==> config.mk <==
export PLATFORM = sky130hd
export DESIGN_NAME = ptrmx_ram
export DESIGN_NICKNAME = d
export VERILOG_FILES = /design/src/rtl/ptrmx_ram.sv
export SDC_FILE = /design/constraint.sdc
export NUM_CORES = 1
export LEC_CHECK = 0
export ABC_AREA = 1
export BUFFER_PORTS_ARGS = -buffer_cell sky130_fd_sc_hd__buf_2
export CORE_ASPECT_RATIO = 0.75
export CORE_UTILIZATION = 25
export DETAILED_ROUTE_END_ITERATION = 6
export GPL_ROUTABILITY_DRIVEN = 0
export SYNTH_ARGS = -nofsm -noshare
export SYNTH_HDL_FRONTEND = slang
export SYNTH_SLANG_ARGS = --single-unit
==> constraint.sdc <==
create_clock -name clk -period 0.9 [get_ports clk]
set_input_delay 0 -clock clk [delete_from_list [all_inputs] [get_ports clk]]
set_output_delay 0 -clock clk [all_outputs]
set_load 0.05 [all_outputs]
==> src/rtl/ptrmx_ram.sv <==
// Generic single-write, single-read RAM with registered read data.
`timescale 1ns / 1ps
module ptrmx_ram #(
    parameter int WIDTH = 8,
    parameter int DEPTH = 16
) (
    input  logic                     clk,
    input  logic                     we,
    input  logic [$clog2(DEPTH)-1:0] waddr,
    input  logic [WIDTH-1:0]         wdata,
    input  logic [$clog2(DEPTH)-1:0] raddr,
    output logic [WIDTH-1:0]         rdata
);
    logic [WIDTH-1:0] mem [DEPTH];

    always_ff @(posedge clk)
    begin
        if (we)
        begin
            mem[waddr] <= wdata;
        end
        rdata <= mem[raddr];
    end
endmodule

==> impl_metrics.ini <==
[run_status]
outcome = finished with violations
violations = negative setup slack

[critical_path]
path_cells = nand2_1 > nand2_1 > nand2_1 > nand3_2 > nand3_2 > nand2_4
crit_top_cell = nand2_1
critical_path.top_delay_family = simple AND/OR/NAND/NOR gates
crit_fanout = 1
critPathKind = flop to flop
crit_arrival_ns = 1.26
critical_path.slowest_cell = edfxtp_1
critPathCaptureType = flop
slowest_delay_ns = 0.37
required_ns = 1.20
critPathBufInv = 0
start_kind = flop

[yosys]
synth_nets = 569
syn_area_sq_um = 5770
yosys.area_share.simple = 0.210
syn_inst = 551
yosysUniqueCellTypes = 12
synth.area.mux_share = 0
synth-seq-area-share = 0.694
synth_xor_area_frac = 0
synth_fa_ha_area_frac = 0
synth_top_family_by_area = simple AND/OR/NAND/NOR gates
syn_avg_cell_area_sq_um = 10.5
synth-compound-area-share = 0
yosys_warnings = 0
ys_ff_latch = 136

[timing]
period_minus_slack_ns = 0.959
skew_ns = 0.00530
drv_slew = 0
setup_slack_ns = -0.0589
finalSetupViolCount = 10
fmax_mhz = 1040
worst_pin_slew_ns = 0.446
finalHoldViolCount = 0
rsz0062_at_grt = true
finalCritPeriodShare = 1.07
relSlewSlack = 0.702

[global_routing]
antenna_found_initial = 1
grt_pass1_vias = 3731
grt_max_degree = 33
grt_first_pass_wirelength_um = 21800
grt_util_all_layers = 0.126
grt.overflow.total = 0

[final_layout]
area_growth_pct = 29.6
layout.cells.non_filler = 923
num-fill-cells = 2235
multi_input_area_sq_um = 1380
final_nets = 634
postLayoutCellArea_sq_um = 7470
diodes = 0
layout_common_cells = 168 x nand2_1, 128 x edfxtp_1, 99 x inv_1
final_common_cell = nand2_1
final_core_utilization = 0.334
seqCellArea_sq_um = 4030
layout-drive-gt1-share = 0.223

[floorplan]
die-width_um = 177
pin_count = 26
die_y_um = 134
num_rows = 47
dieArea_sq_um = 23700
coreArea_sq_um = 22300
start_util = 0.258

[clock_tree]
cts_max_level = 4
tritoncts.num_buffers = 17
cts_num_sinks = 136
cts_buffer_depth = 2
cts_tree = done
root_buffer = clkbuf_16
insertion_delay_ns = 0.42
clkTransAtPathRegs_ns = 0.06

[detailed_routing]
drc = 0
wl_um = 13800
routed_via_density = 4.21
wl_per_cell_um = 14.9
first_pass_iters = 5
via_count = 3882
antenna_left = 0
drt_iter0_markers = 409

[power_and_ir_drop]
p_per_area_nw_per_um2 = 2090
irDropWorstVdd_uv = 1090
power_uw = 15600
leakagePower_uw = 0.00316

[placement]
placed_area_sq_um = 6520
port_buffers = 25
dpl.hpwl_um = 8920
dp_cells = 884
place_ws_ns = -0.168

[run]
drv_cap = 0

[hold_path]
hold_path.class = input pin to flop
-- layer usage --
layer / vias up / share of wire / wire length [um] / global-route usage
met5: - / 0 / 0 / 0
met4: 0 / 0.010 / 144 / 0.0451
met3: 18 / 0.061 / 834 / 0.0328
met2: 121 / 0.44 / 6060 / 0.182
met1: 1839 / 0.49 / 6710 / 0.180
li1: 1904 / - / - / -
-- registers in the layout, indices dropped and copies added (netlist names) --
register and count:
rdata 8, mem 128
-- worst paths after layout --
check | start | endpoint | slack (ns) | depth (start not counted)
min reg2reg | mem[10][2] | rdata[2] | 0.67 | 6
max reg2reg | mem[13][5] | rdata[5] | -0.06 | 6
max | mem[13][5] | rdata[5] | -0.06 | 6
min | wdata[1] | mem[11][1] | 0.02 | 1
-- metrics by stage --
| step | hold WS, ns | setup TNS (ns) |
|---|---|---|
| 2_1_floorplan | 0.0989 | -4.12 |
| 3_3_place_gp | 0.406 | -8.66 |
| 3_5_place_dp | 0.413 | -9.78 |
| 4_1_cts | 0.0118 | -0.361 |
| 5_1_grt | 0.0207 | -1.12 |
| 6_report | 0.0164 | -0.282 |
-- worst reg2reg max path: cells and delay by family, from the launching register on --
family | cells | cell delay (ns)
AND/OR/NAND/NOR | 6 | 0.48
flip-flops | 1 | 0.37
-- cells in the mapped netlist --
library cell / n / area share
nand2_1: 173 / 0.11
edfxtp_1: 128 / 0.67
inv_1: 100 / 0.065
nand3_1: 97 / 0.084
nor2_1: 17 / 0.011
buf_2: 13 / 0.011
dfxtp_1: 8 / 0.028
buf_6: 6 / 0.012
buf_4: 4 / 0.0052
inv_2: 2 / 0.0013
nand3b_1: 2 / 0.0026
buf_1: 1 / 0.00065
-- where the power goes --
group | leakage (uW) | internal, uW | switching (uW) | total [uW]
Sequential | 0.00123 | 7090 | 79.3 | 7170
Clock | 0.000290 | 4610 | 2580 | 7190
Combinational | 0.00165 | 474 | 804 | 1280
-- logic make-up after synthesis --
kind of cell           count (synthesis)
AND/OR/NAND/NOR                      289
buffers and inverters                126
flip-flops                           136
-- area by class of cell --
type / instances / share of cell area
Clock buffer: 19 / 0.0579
Clock inverter: 13 / 0.0239
Inverter: 102 / 0.0512
Multi-Input combinational cell: 289 / 0.185
Sequential cell: 136 / 0.539
Tap cell: 294 / 0.0492
Timing Repair Buffer: 70 / 0.0935
-- repair_timing --
action | in CTS | in global routing
buffers inserted | 0 | 0
hold buffers | 7 | 0
cloned | 0 | 0
setup endpoints to repair | 16 | 16
pin swaps | 22 | 12
gates resized for setup | 55 | 18
hold endpoints to repair | 89 | 0
Note: power is estimated with default switching activity, not from simulation.
